==> src/rtl/u8bd_pkg.sv <==
`default_nettype none
package u8bd_pkg;

	localparam int unsigned COLUMN_BITS_DEF = 16;
	localparam int unsigned CP_BITS         = 16;
	localparam int unsigned PARTIAL_BITS    = 21;

	localparam logic [CP_BITS-1:0] FALLBACK_CP = 16'h30FB;
	localparam logic [CP_BITS-1:0] ASCII_LIMIT = 16'h0080;

	// continuation and lead byte classes
	localparam logic [7:0] CONT_MASK  = 8'hC0;
	localparam logic [7:0] CONT_CODE  = 8'h80;
	localparam logic [7:0] LEAD2_MASK = 8'hE0;
	localparam logic [7:0] LEAD2_CODE = 8'hC0;
	localparam logic [7:0] LEAD3_MASK = 8'hF0;
	localparam logic [7:0] LEAD3_CODE = 8'hE0;
	localparam logic [7:0] LEAD4_MASK = 8'hF8;
	localparam logic [7:0] LEAD4_CODE = 8'hF0;

	typedef struct packed {
		logic [CP_BITS-1:0] code_point;
		logic               substituted;
		logic [15:0]        column_total;
		logic               run_end;
		logic               string_end;
	} result_t;

	typedef struct packed {
		logic [1:0] count;
		result_t    r0;
		result_t    r1;
	} push_t;

endpackage
`default_nettype wire

==> src/rtl/u8bd_out_fifo.sv <==
`default_nettype none
module u8bd_out_fifo (
	input  wire logic             clk,
	input  wire logic             arst_n,
	input  wire u8bd_pkg::push_t  push,
	input  wire logic             pop,
	output logic                  room,
	output logic                  head_valid,
	output u8bd_pkg::result_t     head
);
	import u8bd_pkg::*;

	result_t    mem [2];
	logic       wr_ptr_q;
	logic       rd_ptr_q;
	logic [1:0] count_q;

	// a push may carry two results, so it needs the whole buffer free after this pop
	assign room       = (count_q == 2'd0) || (count_q == 2'd1 && pop);
	assign head_valid = (count_q != 2'd0);
	assign head       = mem[rd_ptr_q];

	always_ff @(posedge clk) begin
		if (push.count != 2'd0) begin
			mem[wr_ptr_q] <= push.r0;
		end
		if (push.count == 2'd2) begin
			mem[~wr_ptr_q] <= push.r1;
		end
	end

	always_ff @(posedge clk or negedge arst_n) begin
		if (!arst_n) begin
			wr_ptr_q <= 1'b0;
			rd_ptr_q <= 1'b0;
			count_q  <= 2'd0;
		end else begin
			wr_ptr_q <= wr_ptr_q ^ push.count[0];
			rd_ptr_q <= rd_ptr_q ^ pop;
			count_q  <= count_q - {1'b0, pop} + push.count;
		end
	end

	a_count_bound: assert property (@(posedge clk) disable iff (!arst_n)
		count_q != 2'd3)
		else $error("output buffer count out of range");
	a_push_room: assert property (@(posedge clk) disable iff (!arst_n)
		push.count != 2'd0 |-> count_q == 2'd0 || (count_q == 2'd1 && pop))
		else $error("push without room");
	a_pop_valid: assert property (@(posedge clk) disable iff (!arst_n)
		pop |-> head_valid)
		else $error("pop from empty buffer");

endmodule
`default_nettype wire

==> src/rtl/utf8_bmp_decoder_columns.sv <==
`default_nettype none
// An input transfer is held in the input register, then decoded into a two-entry result
// buffer, from which its first result is presented.
// Throughput: one byte per cycle while out_stall is low; a byte giving two results stalls the
// input while both are buffered, bounded by the single result port.
// Reset (arst_n low, asynchronous): no sequence open, column count and halt flag cleared,
// input register and result buffer empty.
module utf8_bmp_decoder_columns #(
	parameter int unsigned COLUMN_BITS = u8bd_pkg::COLUMN_BITS_DEF
) (
	input  wire logic        clk,
	input  wire logic        arst_n,
	input  wire logic        in_valid,
	output logic             in_stall,
	input  wire logic [7:0]  text_byte,
	input  wire logic        final_byte,
	output logic             out_valid,
	input  wire logic        out_stall,
	output logic [15:0]      code_point,
	output logic             substituted,
	output logic [15:0]      column_total,
	output logic             run_end,
	output logic             string_end
);
	import u8bd_pkg::*;

	localparam int unsigned EXT_BITS = (COLUMN_BITS > 16) ? COLUMN_BITS : 16;

	// input register
	logic       valid_s1;
	logic [7:0] byte_s1;
	logic       fin_s1;

	// decoder state
	logic [1:0]              pend_q;
	logic [PARTIAL_BITS-1:0] partial_q;
	logic [COLUMN_BITS-1:0]  col_q;
	logic                    halted_q;

	logic    room, pop, advance;
	push_t   push;
	result_t head;

	assign pop      = out_valid && !out_stall;
	assign advance  = valid_s1 && room;
	assign in_stall = valid_s1 && !room;

	always_ff @(posedge clk or negedge arst_n) begin
		if (!arst_n) begin
			valid_s1 <= 1'b0;
		end else if (!in_stall) begin
			valid_s1 <= in_valid;
		end
	end

	always_ff @(posedge clk) begin
		if (in_valid && !in_stall) begin
			byte_s1 <= text_byte;
			fin_s1  <= final_byte;
		end
	end

	function automatic logic [COLUMN_BITS-1:0] col_add(
		input logic [COLUMN_BITS-1:0] c,
		input logic                   h,
		input logic [CP_BITS-1:0]     cp
	);
		logic [COLUMN_BITS:0] sum;
		sum = {1'b0, c} + ((cp < ASCII_LIMIT) ? (COLUMN_BITS+1)'(1) : (COLUMN_BITS+1)'(2));
		if (h || cp == '0) begin
			return c;
		end else if (sum[COLUMN_BITS]) begin
			return '1;
		end else begin
			return sum[COLUMN_BITS-1:0];
		end
	endfunction

	function automatic logic [15:0] col_low(input logic [COLUMN_BITS-1:0] c);
		logic [EXT_BITS-1:0] ext;
		ext = EXT_BITS'(c);
		return ext[15:0];
	endfunction

	// decode: up to two results; a fallback for an interrupted sequence comes first
	logic                    first_en, second_en;
	logic [CP_BITS-1:0]      first_cp, second_cp;
	logic                    second_sub;
	logic [1:0]              pend_d;
	logic [PARTIAL_BITS-1:0] partial_d, shifted;
	logic [COLUMN_BITS-1:0]  col_a, col_b;
	logic                    halt_a, halt_b, is_cont, fresh;

	always_comb begin
		first_en   = 1'b0;
		first_cp   = FALLBACK_CP;
		second_en  = 1'b0;
		second_cp  = FALLBACK_CP;
		second_sub = 1'b1;
		pend_d     = pend_q;
		partial_d  = partial_q;
		fresh      = 1'b0;
		is_cont    = (byte_s1 & CONT_MASK) == CONT_CODE;
		shifted    = {partial_q[PARTIAL_BITS-7:0], byte_s1[5:0]};

		if (pend_q != 2'd0) begin
			if (is_cont) begin
				pend_d    = pend_q - 2'd1;
				partial_d = shifted;
				if (pend_q == 2'd1) begin
					partial_d = '0;
					second_en = 1'b1;
					if (shifted[PARTIAL_BITS-1:CP_BITS] == '0) begin
						second_cp  = shifted[CP_BITS-1:0];
						second_sub = 1'b0;
					end
				end else if (fin_s1) begin
					second_en = 1'b1;
				end
			end else begin
				first_en  = 1'b1;
				pend_d    = 2'd0;
				partial_d = '0;
				fresh     = 1'b1;
			end
		end else begin
			fresh = 1'b1;
		end

		if (fresh) begin
			if (!byte_s1[7]) begin
				second_en  = 1'b1;
				second_cp  = CP_BITS'(byte_s1);
				second_sub = 1'b0;
			end else if ((byte_s1 & LEAD2_MASK) == LEAD2_CODE) begin
				pend_d    = 2'd1;
				partial_d = PARTIAL_BITS'(byte_s1[4:0]);
				second_en = fin_s1;
			end else if ((byte_s1 & LEAD3_MASK) == LEAD3_CODE) begin
				pend_d    = 2'd2;
				partial_d = PARTIAL_BITS'(byte_s1[3:0]);
				second_en = fin_s1;
			end else if ((byte_s1 & LEAD4_MASK) == LEAD4_CODE) begin
				pend_d    = 2'd3;
				partial_d = PARTIAL_BITS'(byte_s1[2:0]);
				second_en = fin_s1;
			end else begin
				second_en = 1'b1;
			end
		end

		col_a  = first_en ? col_add(col_q, halted_q, first_cp) : col_q;
		halt_a = halted_q || (first_en && first_cp == '0);
		col_b  = second_en ? col_add(col_a, halt_a, second_cp) : col_a;
		halt_b = halt_a || (second_en && second_cp == '0);

		// pack results into the low slots
		push.count = advance ? (2'(first_en) + 2'(second_en)) : 2'd0;
		push.r1.code_point   = second_cp;
		push.r1.substituted  = second_sub;
		push.r1.column_total = col_low(col_b);
		push.r1.run_end      = 1'b1;
		push.r1.string_end   = fin_s1;
		if (first_en) begin
			push.r0.code_point   = first_cp;
			push.r0.substituted  = 1'b1;
			push.r0.column_total = col_low(col_a);
			push.r0.run_end      = !second_en;
			push.r0.string_end   = fin_s1 && !second_en;
		end else begin
			push.r0 = push.r1;
		end
	end

	always_ff @(posedge clk or negedge arst_n) begin
		if (!arst_n) begin
			pend_q    <= 2'd0;
			partial_q <= '0;
			col_q     <= '0;
			halted_q  <= 1'b0;
		end else if (advance) begin
			if (fin_s1) begin
				pend_q    <= 2'd0;
				partial_q <= '0;
				col_q     <= '0;
				halted_q  <= 1'b0;
			end else begin
				pend_q    <= pend_d;
				partial_q <= partial_d;
				col_q     <= col_b;
				halted_q  <= halt_b;
			end
		end
	end

	u8bd_out_fifo u_out_fifo (
		.clk        (clk),
		.arst_n     (arst_n),
		.push       (push),
		.pop        (pop),
		.room       (room),
		.head_valid (out_valid),
		.head       (head)
	);

	assign code_point   = head.code_point;
	assign substituted  = head.substituted;
	assign column_total = head.column_total;
	assign run_end      = head.run_end;
	assign string_end   = head.string_end;

	a_fin_clears: assert property (@(posedge clk) disable iff (!arst_n)
		advance && fin_s1 |=> pend_q == 2'd0 && col_q == '0 && !halted_q)
		else $error("state not cleared after end of string");
	a_halt_freezes: assert property (@(posedge clk) disable iff (!arst_n)
		halted_q && !(advance && fin_s1) |=> $stable(col_q))
		else $error("column count moved while halted");
	a_fin_emits: assert property (@(posedge clk) disable iff (!arst_n)
		advance && fin_s1 |-> push.count != 2'd0)
		else $error("final byte gave no result");
	a_stall_src: assert property (@(posedge clk) disable iff (!arst_n)
		in_stall |-> valid_s1 && !room)
		else $error("input stalled with free input register");

endmodule
`default_nettype wire

==> config.mk <==
export PLATFORM = sky130hd
export DESIGN_NAME = utf8_bmp_decoder_columns
export DESIGN_NICKNAME = d
export VERILOG_FILES = /design/src/rtl/u8bd_pkg.sv /design/src/rtl/u8bd_out_fifo.sv /design/src/rtl/utf8_bmp_decoder_columns.sv
export SDC_FILE = /design/constraint.sdc
export NUM_CORES = 1
export LEC_CHECK = 0
export BUFFER_PORTS_ARGS = -buffer_cell sky130_fd_sc_hd__buf_2
export CAP_MARGIN = 0
export CORE_UTILIZATION = 30
export DETAILED_ROUTE_END_ITERATION = 8
export GPL_ROUTABILITY_DRIVEN = 0
export MAX_ROUTING_LAYER = met4
export REMOVE_ABC_BUFFERS = 1
export SLEW_MARGIN = 5
export SYNTH_ARGS = -nofsm -noshare
export SYNTH_HDL_FRONTEND = slang
export SYNTH_SLANG_ARGS = --single-unit
==> constraint.sdc <==
create_clock -name clk -period 5.4 [get_ports clk]
set_input_delay 0.81 -clock clk [delete_from_list [all_inputs] [get_ports clk]]
set_output_delay 0.81 -clock clk [all_outputs]
set_load 0.1 [all_outputs]
==> flow_metrics.env <==
export IMPL_global_route_usage_met3_pct=3.889
export IMPL_register_area_um2=3328
export IMPL_cts_resized_gates=0
export IMPL_crit_buf_inv=2
export IMPL_ys_async_sr_fraction_pct=33.05
export IMPL_period_needed_ps=4638
export IMPL_core_rowCount=55
export IMPL_max_capacitance_violation_count=0
export IMPL_die_area_um2=24310
export IMPL_crit_required_ps=5630
export IMPL_cpLargestDelayFamily="simple AND/OR/NAND/NOR gates"
export IMPL_power_static_leakage_uw=0.003070
export IMPL_netlist_cell_type_count=79
export IMPL_syn_instance_count=710
export IMPL_drt_initial_drc_count=571
export IMPL_finalWorstSetupSlack_ps=762.0
export IMPL_post_dp_cell_area_um2=7625
export IMPL_end_kind="register"
export IMPL_timing_critical_path_cells="inv_1, ha_1, inv_1, nand2_2, nor2_2, and3_1, nor2_1, fa_1, nor3b_4, nand3_2, nor3_4, nor2_1, o22ai_1"
export IMPL_dr_pass1_iters=6
export IMPL_fin_util_pct=36.03
export IMPL_final_nets=767
export IMPL_setup_viol=0
export IMPL_timing_critical_path_slowest_cell_delay_ps=760
export IMPL_final_min_period_over_clock_period_pct=85.89
export IMPL_clk_pin_slew_ps=60
export IMPL_mappedNetlistArea_um2=7108
export IMPL_maximum_level_of_the_cts_h_tree=4
export IMPL_outcome="completed"
export IMPL_cts_hold_buffers=0
export IMPL_worst_hold_slack_ps=491.6
export IMPL_setup_total_negative_slack_ps=0
export IMPL_library_cell_used_as_clock_root_buffer="sky130_fd_sc_hd__clkbuf_16"
export IMPL_tritoncts_num_sinks=118
export IMPL_io_pin_count=50
export IMPL_core_um2=22920
export IMPL_multi_input_area_um2=3478
export IMPL_totalWireLength_mm=19.54
export IMPL_post_route_cell_area_um2=8255
export IMPL_final_max_slew_violation_count=0
export IMPL_grt_util_met2_pct=24.28
export IMPL_post_cts_setup_buffer_count=0
export IMPL_initial_core_util_pct=31.02
export IMPL_grt_setup_unrepaired="no"
export IMPL_mostFrequentLayoutCell="sky130_fd_sc_hd__edfxtp_1"
export IMPL_yosys_warnings=0
export IMPL_cts_inserted_buffers=17
export IMPL_layout_drive_gt1_share_pct=21.37
export IMPL_route_antenna_remaining_nets=0
export IMPL_vias=5724
export IMPL_filler_cell_count=2304
export IMPL_critical_path_slowest_cell="sky130_fd_sc_hd__nor3_4"
export IMPL_gr_usage_met1_pct=23.76
export IMPL_clock_tree_from_tritoncts="yes"
export IMPL_post_synthesis_register_bit_count=118
export IMPL_io_buffer_count=49
export IMPL_synth_area_per_cell_um2=10.01
export IMPL_crit_start_category="register"
export IMPL_grt_pass1_wl_mm=30.57
export IMPL_detailedPlace_worstSlack_ps=909.5
export IMPL_worst_ep_arrival_time_ps=4870
export IMPL_synth_to_final_area_change_pct=16.14
export IMPL_die_y_um=155.9
export IMPL_synth_seq_area_share_pct=46.82
export IMPL_crit_path_max_fanout=24
export IMPL_final_cell_mix="77 x sky130_fd_sc_hd__edfxtp_1, 72 x sky130_fd_sc_hd__nor2_1, 64 x sky130_fd_sc_hd__nand2_1, 49 x sky130_fd_sc_hd__o21ai_0, 49 x sky130_fd_sc_hd__buf_2"
export IMPL_max_vdd_ir_drop_v=0.0002517
export IMPL_clk_path_buf_depth=2
export IMPL_grt_max_degree=40
export IMPL_grt_overflow_total=0
export IMPL_finalClockSkew_ps=9.172
export IMPL_die_w_um=155.9
export IMPL_antenna_found_initial=1
export IMPL_min_delay_path_class="reg2reg"
export IMPL_hold_violation_count_in_the_final_report=0
export IMPL_drc=0
export IMPL_achievable_frequency_ghz=0.2156
export IMPL_detail_route_wl_per_cell_um=18.23
export IMPL_first_global_vias=5378
export IMPL_slew_headroom_pct=24.98
export IMPL_global_route_peak_usage_layer="met2"
export IMPL_groute_usage_overall_pct=17.19
export IMPL_final_hpwl_from_detailed_placement_mm=13.71
export IMPL_worstMarginPinSlew_ps=1117
export IMPL_timing_setup_critical_path_class="reg2reg"
export IMPL_power_per_cell_area_nw_per_um2=630.7
export IMPL_clk_latency_ps=420
export IMPL_detail_route_vias_per_cell=5.340
export IMPL_synth_top_flop_cell="sky130_fd_sc_hd__edfxtp_1"
export IMPL_synth_edf_count=77
-- worst paths after layout --
path                       slack [ps]  cells past startpoint                 start              endpoint
setup / recovery                  760                     13             pend_q[0]  u_out_fifo.mem[1][7]
hold / removal                    490                      2  u_out_fifo.mem[0][1]  u_out_fifo.mem[0][1]
setup reg to reg                  760                     13             pend_q[0]  u_out_fifo.mem[1][7]
hold reg to reg                   490                      2  u_out_fifo.mem[0][1]  u_out_fifo.mem[0][1]
max in group asynchronous        4180                      1                arst_n          partial_q[7]
min in group asynchronous         570                      1                arst_n             col_q[14]
-- flip-flops by register name, indices dropped and copies added (netlist names) --
signal,flops
partial_q,15
u_out_fifo.mem,70
byte_s1,8
col_q,16
u_out_fifo.count_q,2
pend_q,2
halt_a,1
u_out_fifo.wr_ptr_q,1
u_out_fifo.rd_ptr_q,1
valid_s1,1
fin_s1,1
-- through the flow --
step	total power, µW	instances
global route	5453	1072
detailed placement	4000	1039
finish	5207	1072
global placement	3999	1039
floorplan	3424	665
CTS	5223	1071
-- synth_stat cells (8+ instances only) --
master                     count  area share (%)
sky130_fd_sc_hd__a21oi_1      38             2.7
sky130_fd_sc_hd__a22o_1       14             1.7
sky130_fd_sc_hd__and2_1       20             1.8
sky130_fd_sc_hd__buf_2        12            0.84
sky130_fd_sc_hd__clkbuf_1     21             1.1
sky130_fd_sc_hd__dfrtp_1      39              14
sky130_fd_sc_hd__edfxtp_1     77              33
sky130_fd_sc_hd__ha_1          8             1.4
sky130_fd_sc_hd__inv_1        21             1.1
sky130_fd_sc_hd__mux2_2       38             6.0
sky130_fd_sc_hd__nand2_1      64             3.4
sky130_fd_sc_hd__nand2b_1     10            0.88
sky130_fd_sc_hd__nand3_1      13            0.92
sky130_fd_sc_hd__nand4_1      10            0.88
sky130_fd_sc_hd__nor2_1       72             3.8
sky130_fd_sc_hd__nor2b_1       8            0.70
sky130_fd_sc_hd__nor3_1       22             1.5
sky130_fd_sc_hd__nor4_1       11            0.97
sky130_fd_sc_hd__o21ai_0      49             3.5
sky130_fd_sc_hd__o21ai_1      10            0.70
sky130_fd_sc_hd__o22ai_1      19             1.7
sky130_fd_sc_hd__xnor2_1      14             1.7
sky130_fd_sc_hd__xor2_1        9             1.1
-- logic make-up (layout without fill, tap and decap cells) --
family / after synthesis / after routing / synth area share (%)
multiplexers: 43 / 43 / 6.812
AO/OA/AOI/OAI: 177 / 177 / 16.18
AND/OR/NAND/NOR: 274 / 274 / 21.42
buffers and inverters: 66 / 114 / 4.242
flip-flops: 118 / 118 / 46.82
XOR/XNOR: 23 / 23 / 2.834
other: 0 / 1 / 0
adder cells (fa/ha/maj): 9 / 9 / 1.690
-- routing by layer --
metal | vias to the layer above | wire length [µm] | part of all wire [%]
met5 | - | 0 | 0
li1 | 2702 | - | -
met1 | 2725 | 9129 | 47
met4 | 0 | 423 | 2.2
met3 | 36 | 1489 | 7.6
met2 | 261 | 8498 | 43
-- where the power goes --
part	internal [µW]	switching, µW
Clock	776	433
Sequential	1260	165
Combinational	581	1990
-- final cells by class --
cell class | count | area share [%]
clock inverter | 14 | 2.410
multi-input combinational | 526 | 42.13
sequential | 118 | 40.32
timing repair buffer | 61 | 4.213
inverter | 21 | 0.9548
tap | 313 | 4.744
clock buffer | 18 | 5.199
antenna | 1 | 0.03031
-- worst reg2reg max path: cells and delay by family (launching register included) --
kind	cells	cell delay [ps]
simple gates	8	2760
fa+ha+maj	2	750
flops	1	400
compound gates	1	270
buf+inv	2	260
Power figures use the tool's default switching activity.
